**src/design/anud_pkg.sv**
```systemverilog
// shared types and constants for the annex b nal unit delimiter
`timescale 1ns / 1ps
package anud_pkg;

	localparam int NUM_W       = 32;
	localparam int LEN_FIELD_W = 24;
	localparam int CODE_W      = 3;
	localparam int FIFO_DEPTH  = 4;
	localparam int PTR_W       = $clog2(FIFO_DEPTH);
	localparam int LEVEL_W     = PTR_W + 1;

	localparam logic [7:0]        BYTE_ZERO  = 8'h00;
	localparam logic [7:0]        BYTE_ONE   = 8'h01;
	localparam logic [CODE_W-1:0] CODE_LONG  = 3'd4;
	localparam logic [CODE_W-1:0] CODE_SHORT = 3'd3;

	typedef struct packed {
		logic [NUM_W-1:0]       nal_number;
		logic [LEN_FIELD_W-1:0] nal_length;
		logic [CODE_W-1:0]      start_code_bytes;
		logic                   is_final;
	} result_t;

	// up to two results per byte: a boundary first, then the tail
	typedef struct packed {
		logic    valid0;
		logic    valid1;
		result_t res0;
		result_t res1;
	} push_t;

endpackage

```
**src/design/anud_scan.sv**
```systemverilog
// input register, start code detection and unit state
`timescale 1ns / 1ps
module anud_scan import anud_pkg::*; #(
	parameter int LENGTH_BITS = 24
) (
	input  logic       clk,
	input  logic       arst_n,
	input  logic       accept,
	input  logic [7:0] data_byte,
	input  logic       end_of_stream,
	output push_t      push
);

	localparam int LB = LENGTH_BITS;

	logic          valid_s1;
	logic [7:0]    byte_s1;
	logic          last_s1;

	logic [23:0]       hist_q;
	logic [LB-1:0]     off_q;
	logic [CODE_W-1:0] size_q;
	logic [NUM_W-1:0]  cnt_q;

	logic              sat;
	logic              zero2;
	logic              zero3;
	logic              is_one;
	logic              long_ok;
	logic              short_ok;
	logic              found;
	logic [LB-1:0]     s_ext;
	logic [LB-1:0]     blen;
	logic [LB-1:0]     off_next;
	logic [CODE_W-1:0] size_next;
	logic [NUM_W-1:0]  cnt_next;
	logic [CODE_W-1:0] new_size;
	result_t           bnd;
	result_t           tail;

	always_ff @(posedge clk or negedge arst_n) begin
		if (!arst_n) begin
			valid_s1 <= 1'b0;
		end else begin
			valid_s1 <= accept;
		end
	end

	always_ff @(posedge clk) begin
		if (accept) begin
			byte_s1 <= data_byte;
			last_s1 <= end_of_stream;
		end
	end

	always_comb begin
		sat      = &off_q;
		s_ext    = LB'(size_q);
		zero2    = (hist_q[15:8] == BYTE_ZERO) && (hist_q[7:0] == BYTE_ZERO);
		zero3    = hist_q[23:16] == BYTE_ZERO;
		is_one   = byte_s1 == BYTE_ONE;
		long_ok  = is_one && zero2 && zero3 && (sat || off_q >= s_ext + LB'(3));
		short_ok = is_one && zero2 && !long_ok && (sat || off_q >= s_ext + LB'(2));
		found    = long_ok || short_ok;
		new_size = long_ok ? CODE_LONG : CODE_SHORT;
		blen     = sat ? off_q : off_q - (long_ok ? LB'(3) : LB'(2));

		if (found) begin
			off_next  = LB'(new_size);
			size_next = new_size;
			cnt_next  = cnt_q + NUM_W'(1);
		end else begin
			off_next  = sat ? off_q : off_q + LB'(1);
			size_next = size_q;
			cnt_next  = cnt_q;
		end

		bnd.nal_number       = cnt_q + NUM_W'(1);
		bnd.nal_length       = LEN_FIELD_W'(32'(blen));
		bnd.start_code_bytes = size_q;
		bnd.is_final         = 1'b0;

		tail.nal_number       = cnt_next + NUM_W'(1);
		tail.nal_length       = LEN_FIELD_W'(32'(off_next));
		tail.start_code_bytes = size_next;
		tail.is_final         = 1'b1;

		if (found) begin
			push.valid0 = valid_s1;
			push.res0   = bnd;
			push.valid1 = valid_s1 && last_s1;
			push.res1   = tail;
		end else begin
			push.valid0 = valid_s1 && last_s1;
			push.res0   = tail;
			push.valid1 = 1'b0;
			push.res1   = tail;
		end
	end

	always_ff @(posedge clk or negedge arst_n) begin
		if (!arst_n) begin
			hist_q <= 24'hFFFFFF;
			off_q  <= '0;
			size_q <= CODE_LONG;
			cnt_q  <= '0;
		end else if (valid_s1) begin
			if (last_s1) begin
				hist_q <= 24'hFFFFFF;
				off_q  <= '0;
				size_q <= CODE_LONG;
				cnt_q  <= '0;
			end else begin
				hist_q <= {hist_q[15:0], byte_s1};
				off_q  <= off_next;
				size_q <= size_next;
				cnt_q  <= cnt_next;
			end
		end
	end

endmodule

```
**src/design/anud_fifo.sv**
```systemverilog
// small result queue with two write slots and one read port
`timescale 1ns / 1ps
module anud_fifo import anud_pkg::*; (
	input  logic               clk,
	input  logic               arst_n,
	input  push_t              push,
	output logic [LEVEL_W-1:0] level,
	output logic               out_valid,
	input  logic               out_ready,
	output result_t            out_res
);

	result_t            mem_q [FIFO_DEPTH];
	logic [PTR_W-1:0]   wr_ptr_q;
	logic [PTR_W-1:0]   rd_ptr_q;
	logic [LEVEL_W-1:0] level_q;
	logic               pop;
	logic [LEVEL_W-1:0] n_push;

	assign out_valid = level_q != '0;
	assign out_res   = mem_q[rd_ptr_q];
	assign level     = level_q;
	assign pop       = out_valid && out_ready;
	assign n_push    = LEVEL_W'(push.valid0) + LEVEL_W'(push.valid1);

	always_ff @(posedge clk) begin
		if (push.valid0) begin
			mem_q[wr_ptr_q] <= push.res0;
		end
		if (push.valid1) begin
			mem_q[wr_ptr_q + PTR_W'(1)] <= push.res1;
		end
	end

	always_ff @(posedge clk or negedge arst_n) begin
		if (!arst_n) begin
			wr_ptr_q <= '0;
			rd_ptr_q <= '0;
			level_q  <= '0;
		end else begin
			wr_ptr_q <= wr_ptr_q + PTR_W'(n_push);
			if (pop) begin
				rd_ptr_q <= rd_ptr_q + PTR_W'(1);
			end
			level_q <= level_q + n_push - LEVEL_W'(pop);
		end
	end

endmodule

```
**src/design/annexb_nal_unit_delimiter.sv**
```systemverilog
// top level of the annex b nal unit delimiter
`timescale 1ns / 1ps
// splits an annex b byte stream into nal units at 3- and 4-byte start codes
// s_axis: one stream byte per beat, tlast marks the final byte of the stream
// m_axis: one beat per finished unit (number, length with start code, code size)
//   tlast marks the tail unit reported at stream end, always the last beat
// a byte that completes a start code gives a boundary beat; the final byte
//   gives the tail beat as well, so one byte yields zero, one or two beats
// a beat goes through the byte register and then the result queue to m_axis
// throughput: one byte per cycle while s_axis_tready is high; the byte register
//   feeds the compare and counter logic, which writes a four-entry result queue
// s_axis_tready drops only when the queue could not take the beats of the
//   byte in the register plus two more from the next byte
// when m_axis stalls, the queue fills and then s_axis_tready goes low;
//   nothing is lost or repeated
// reset clears the byte register's valid flag, the unit state and the queue;
//   the block starts as if a 4-byte start code opens the stream
// after the final byte the unit state returns to its reset values
// nal_length saturates at 2^LENGTH_BITS - 1, reported in its low 24 bits
module annexb_nal_unit_delimiter import anud_pkg::*; #(
	parameter int LENGTH_BITS = 24
) (
	input  logic        clk,
	input  logic        arst_n,
	input  logic        s_axis_tvalid,
	output logic        s_axis_tready,
	input  logic [7:0]  s_axis_tdata,   // [7:0] data_byte
	input  logic        s_axis_tlast,   // end_of_stream
	output logic        m_axis_tvalid,
	input  logic        m_axis_tready,
	output logic [63:0] m_axis_tdata,   // [31:0] nal_number, [55:32] nal_length,
	                                    // [58:56] start_code_bytes, [63:59] zero
	output logic        m_axis_tlast    // is_final
);

	logic               accept;
	push_t              push;
	logic [LEVEL_W-1:0] level;
	logic [LEVEL_W:0]   n_push;
	logic [LEVEL_W:0]   fill;
	result_t            out_res;

	// fill once the byte in the register has written its beats
	assign n_push        = (LEVEL_W+1)'(push.valid0) + (LEVEL_W+1)'(push.valid1);
	assign fill          = (LEVEL_W+1)'(level) + n_push;
	assign s_axis_tready = fill <= (LEVEL_W+1)'(FIFO_DEPTH - 2);
	assign accept        = s_axis_tvalid && s_axis_tready;

	anud_scan #(
		.LENGTH_BITS(LENGTH_BITS)
	) u_scan (
		.clk           (clk),
		.arst_n        (arst_n),
		.accept        (accept),
		.data_byte     (s_axis_tdata),
		.end_of_stream (s_axis_tlast),
		.push          (push)
	);

	anud_fifo u_fifo (
		.clk       (clk),
		.arst_n    (arst_n),
		.push      (push),
		.level     (level),
		.out_valid (m_axis_tvalid),
		.out_ready (m_axis_tready),
		.out_res   (out_res)
	);

	// pack the result beat, first field lowest
	assign m_axis_tdata = {5'b0, out_res.start_code_bytes, out_res.nal_length,
	                       out_res.nal_number};
	assign m_axis_tlast = out_res.is_final;

endmodule

```
**config.mk**
```make
export PLATFORM = sky130hd
export DESIGN_NAME = annexb_nal_unit_delimiter
export DESIGN_NICKNAME = d
export VERILOG_FILES = /design/src/design/anud_pkg.sv /design/src/design/anud_scan.sv /design/src/design/anud_fifo.sv /design/src/design/annexb_nal_unit_delimiter.sv
export SDC_FILE = /design/constraint.sdc
export NUM_CORES = 1
export LEC_CHECK = 0
export ABC_AREA = 1
export BUFFER_PORTS_ARGS = -buffer_cell sky130_fd_sc_hd__buf_2
export CAP_MARGIN = 20
export CORE_ASPECT_RATIO = 1.4
export CORE_MARGIN = 2
export CORE_UTILIZATION = 50
export CTS_BUF_LIST = sky130_fd_sc_hd__clkbuf_8 sky130_fd_sc_hd__clkbuf_16
export DETAILED_ROUTE_END_ITERATION = 12
export PLACE_DENSITY = 0.67
export SYNTH_ARGS = -nofsm -noshare
export SYNTH_HDL_FRONTEND = slang
export SYNTH_SLANG_ARGS = --single-unit
```
**constraint.sdc**
```tcl
create_clock -name clk -period 9.48 [get_ports clk]
set_input_delay 0 -clock clk [delete_from_list [all_inputs] [get_ports clk]]
set_output_delay 0 -clock clk [all_outputs]
set_load 0.005 [all_outputs]
```
==> results.toml <==
[run_status]
status = "finished, final reports clean"

[clock_network]
cts_made_buffers = 35
insertion_delay_ns = 0.56
h-tree-depth = 2
cts_resized = 0
clock_sinks = 340
clk_pin_slew_ns = 0.06
tritoncts = "yes"
post_cts_buffers = 0
cts-root-buf = "clkbuf_16"
clk_path_buf_depth = 3

[min_path]
hp-start = "s_axis_tvalid"
holdPathEnd = "u_scan.valid_s1$_DFF_PN0_"
hold_path_class = "input pin to flop"
whs_path_depth = 2

[synthesis]
synthDominantCellAreaShare_pct = 37.9
ys_types = 46
synth.top_cells.by_area = "edfxtp_1 (38%), nand2_1 (13%), dfrtp_1 (8.5%)"
async_flop_share_pct = 26.8
synth_cells = 2405
syn-cell-area_sq_um = 19400
synth_top_flop_cell = "edfxtp_1"
ys_seq_elements = 340
syn_avg_cell_area_sq_um = 8.07
synth-edff-count = 245
yosys.area.top_type = "edfxtp_1"
yosys_warnings = 0
yosysSeqAreaShare_pct = 50.2

[sta]
layout_min_cycle_time_ns = 6.26
holdWs_ns = 0.00557
period_share_pct = 66.0
setup_violations = 0
fmax_mhz = 160
fin_setup_tns_ns = 0
hold_violations = 0
finClkSkew_ns = 0.0296
relSlewSlack_pct = 27.2
slew_violations = 0
rsz0062_at_grt = "false"
tightest_slew_ns = 1.09

[setup_path]
cp_num_buf_inv = 5
crit_chain = "inv_1, ha_1, xor2_1, ha_1, nand2_1, inv_1, nand2_1, nand2_1, nor2_1, nand2_1, nand2_2, nand2_4, o21ai_2, nor2_2, buf_4, clkinv_1, nand2_2, buf_4"
rrSetupSlack_ns = 3.22
reg2reg_depth = 18
reg2reg_from = "u_scan.size_q[0]$_DFFE_PN0P_"
crit_arrival_ns = 6.46
path_delay_family = "simple AND/OR/NAND/NOR gates"
crit_fanout = 38
startpoint_type = "flop"
crit_required_ns = 9.68
r2r_end = "u_fifo.mem_q[0][48]$_DFFE_PP_"
crit_top_cell = "nand2_1"
cp_slowest_cell = "nand2_2"
max_stage_delay_ns = 1.17
worstSetupPathType = "flop to flop"
cp-end-kind = "flop"

[detailed_routing]
firstDrtPassIters = 6
routedWlPerCell_um = 19.3
avgViaCountPerCell = 5.65
routed_wl_um = 57500
drt-initial-drc-count = 1801
ant_nets = 0
route.vias.total = 16800
drc = 0

[global_route]
grt_pass1_wl_um = 89700
track_usage_pct = 28.7
antenna_found_initial = 0
overflow = 0
grt_max_degree = 120
grt_pass1_vias = 16400

[floorplan]
fp.coreArea_sq_um = 38400
start_util_pct = 50.5
die_x_um = 170
die-area_sq_um = 40400
dieHeight_um = 237
ios = 80
rows = 85

[finish]
design.final.nets = 2477
instances_no_fill = 2983
final_cell_mix = "nand2_1 (674), nor2_1 (362), edfxtp_1 (245)"
areaGrowthSynthToFinish_pct = 10.0
drive_gt1_share_pct = 10.6
multi_input_area_sq_um = 8390
seq_area_sq_um = 9750
fillers = 3570
diodes = 0
final_common_cell = "nand2_1"

[place]
portBuffers = 74
place_congestion = 0.935
place.detailed.hpwl_um = 38500
placed_cells_incl_taps = 2908

[flow_run]
maxCapViolCount = 0

[pwr]
ir_drop_uv = 164
p_per_area_nw_per_um2 = 220
p_leak_uw = 0.00854
-- synth_stat cells (4+ instances only) --
cell type,number
nand2_1,678
nor2_1,363
edfxtp_1,245
o21ai_0,219
inv_1,176
o22ai_1,107
nand3_1,92
clkbuf_1,79
dfrtp_1,66
xor2_1,45
a21oi_1,39
nand2_2,30
dfstp_2,25
nor3_1,25
ha_1,24
nand4_1,22
nor2_2,18
a22oi_1,17
buf_2,16
o21ai_1,15
buf_4,13
nor2_4,9
buf_6,8
clkinv_1,8
nor4_1,8
and2_1,7
inv_2,6
nand3_2,6
dfxtp_1,4
o21ai_2,4
xor2_2,4
-- flip-flops by register name, summed over array words and instances, names as in the netlist --
signal,cells
u_scan.last_s1,1
u_scan.size_q,3
u_scan.off_q,24
u_fifo.wr_ptr_q,2
u_fifo.level,3
u_scan.valid_s1,1
u_scan.hist_q,24
u_fifo.rd_ptr_q,2
u_scan.byte_s1,8
u_scan.cnt_q,32
u_fifo.mem_q,240
-- cell families after synthesis --
| kind of cell | count (synthesis) | share of synthesized area (%) |
|---|---|---|
| AND/OR/NAND/NOR | 1264 | 27.0 |
| XOR/XNOR | 52 | 2.50 |
| flip-flops | 340 | 50.2 |
| buffers and inverters | 309 | 6.64 |
| AO/OA/AOI/OAI | 413 | 11.9 |
| adder cells (fa/ha/maj) | 26 | 1.75 |
| other | 1 | 0.0193 |
-- power breakdown --
| part | switching [uW] | total (uW) | leakage (uW) | internal (uW) |
|---|---|---|---|---|
| combinational | 937 | 1390 | 0.00448 | 452 |
| sequential | 125 | 1920 | 0.00348 | 1800 |
| clock | 614 | 1380 | 0.000576 | 762 |
| total | 1680 | 4690 | 0.00854 | 3010 |
-- worst max-delay path by stage --
| stage | from | to | slack [ns] | cells after the start |
|---|---|---|---|---|
| floorplan | u_scan.size_q[2]$_DFFE_PN1P_ | u_fifo.mem_q[0][58]$_DFFE_PP_ | 5.36 | 26 |
| finish | u_scan.size_q[0]$_DFFE_PN0P_ | u_fifo.mem_q[0][48]$_DFFE_PP_ | 3.22 | 18 |
| global route | u_scan.size_q[1]$_DFFE_PN0P_ | u_fifo.mem_q[0][48]$_DFFE_PP_ | 2.84 | 17 |
| detailed placement | u_scan.size_q[1]$_DFFE_PN0P_ | u_fifo.mem_q[1][44]$_DFFE_PP_ | 3.26 | 18 |
| CTS | u_scan.size_q[1]$_DFFE_PN0P_ | u_fifo.mem_q[3][49]$_DFFE_PP_ | 3.24 | 18 |
| global placement | u_scan.size_q[1]$_DFFE_PN0P_ | u_fifo.mem_q[1][44]$_DFFE_PP_ | 3.37 | 17 |
-- area by class of cell --
| type | count | share of cell area, % |
|---|---|---|
| flip-flops and latches | 340 | 45.7 |
| inverters | 190 | 3.35 |
| multi-input cells | 1760 | 39.3 |
| repair buffers | 111 | 3.40 |
| well taps | 522 | 3.06 |
| clock inverters | 25 | 1.10 |
| clock buffers | 35 | 4.10 |
-- worst reg2reg max path, stage by stage (launching register included) --
cell and delay [ns]:
dfrtp_1 0.40, inv_1 0.18, ha_1 0.26, xor2_1 0.16, ha_1 0.27, nand2_1 0.07
inv_1 0.06, nand2_1 0.04, nand2_1 0.06, nor2_1 0.04, nand2_1 0.09, nand2_2 0.45
nand2_4 0.54, o21ai_2 0.19, nor2_2 0.11, buf_4 0.41, clkinv_1 0.89, nand2_2 1.18
buf_4 0.49
-- through the flow --
step / power (uW) / cell area [sq um] / worst slack [ns] / util (%)
2_1_floorplan: 2770 / 19400 / 5.36 / -
3_3_place_gp: 3290 / 20000 / 3.37 / 52.2
3_5_place_dp: 3320 / 20000 / 3.26 / 52.2
4_1_cts: 4700 / 21300 / 3.24 / 55.5
5_1_grt: 4930 / 21300 / 2.84 / 55.6
6_report: 4690 / 21300 / 3.22 / 55.6
-- routing by layer --
metal	vias to the layer above	global-route usage (%)	part of all wire (%)
met5	-	0	0
met4	0	9.27	3.0
met3	113	4.08	7.5
met2	710	47.6	48
met1	7958	38.8	42
li1	8066	-	-
-- repair_timing --
action / in CTS / in global routing
endpoints found under the setup margin: 0 / 0
endpoints found under the hold margin: 36 / 0
hold buffers: 13 / 0
Note: power is estimated with default switching activity, not from simulation.
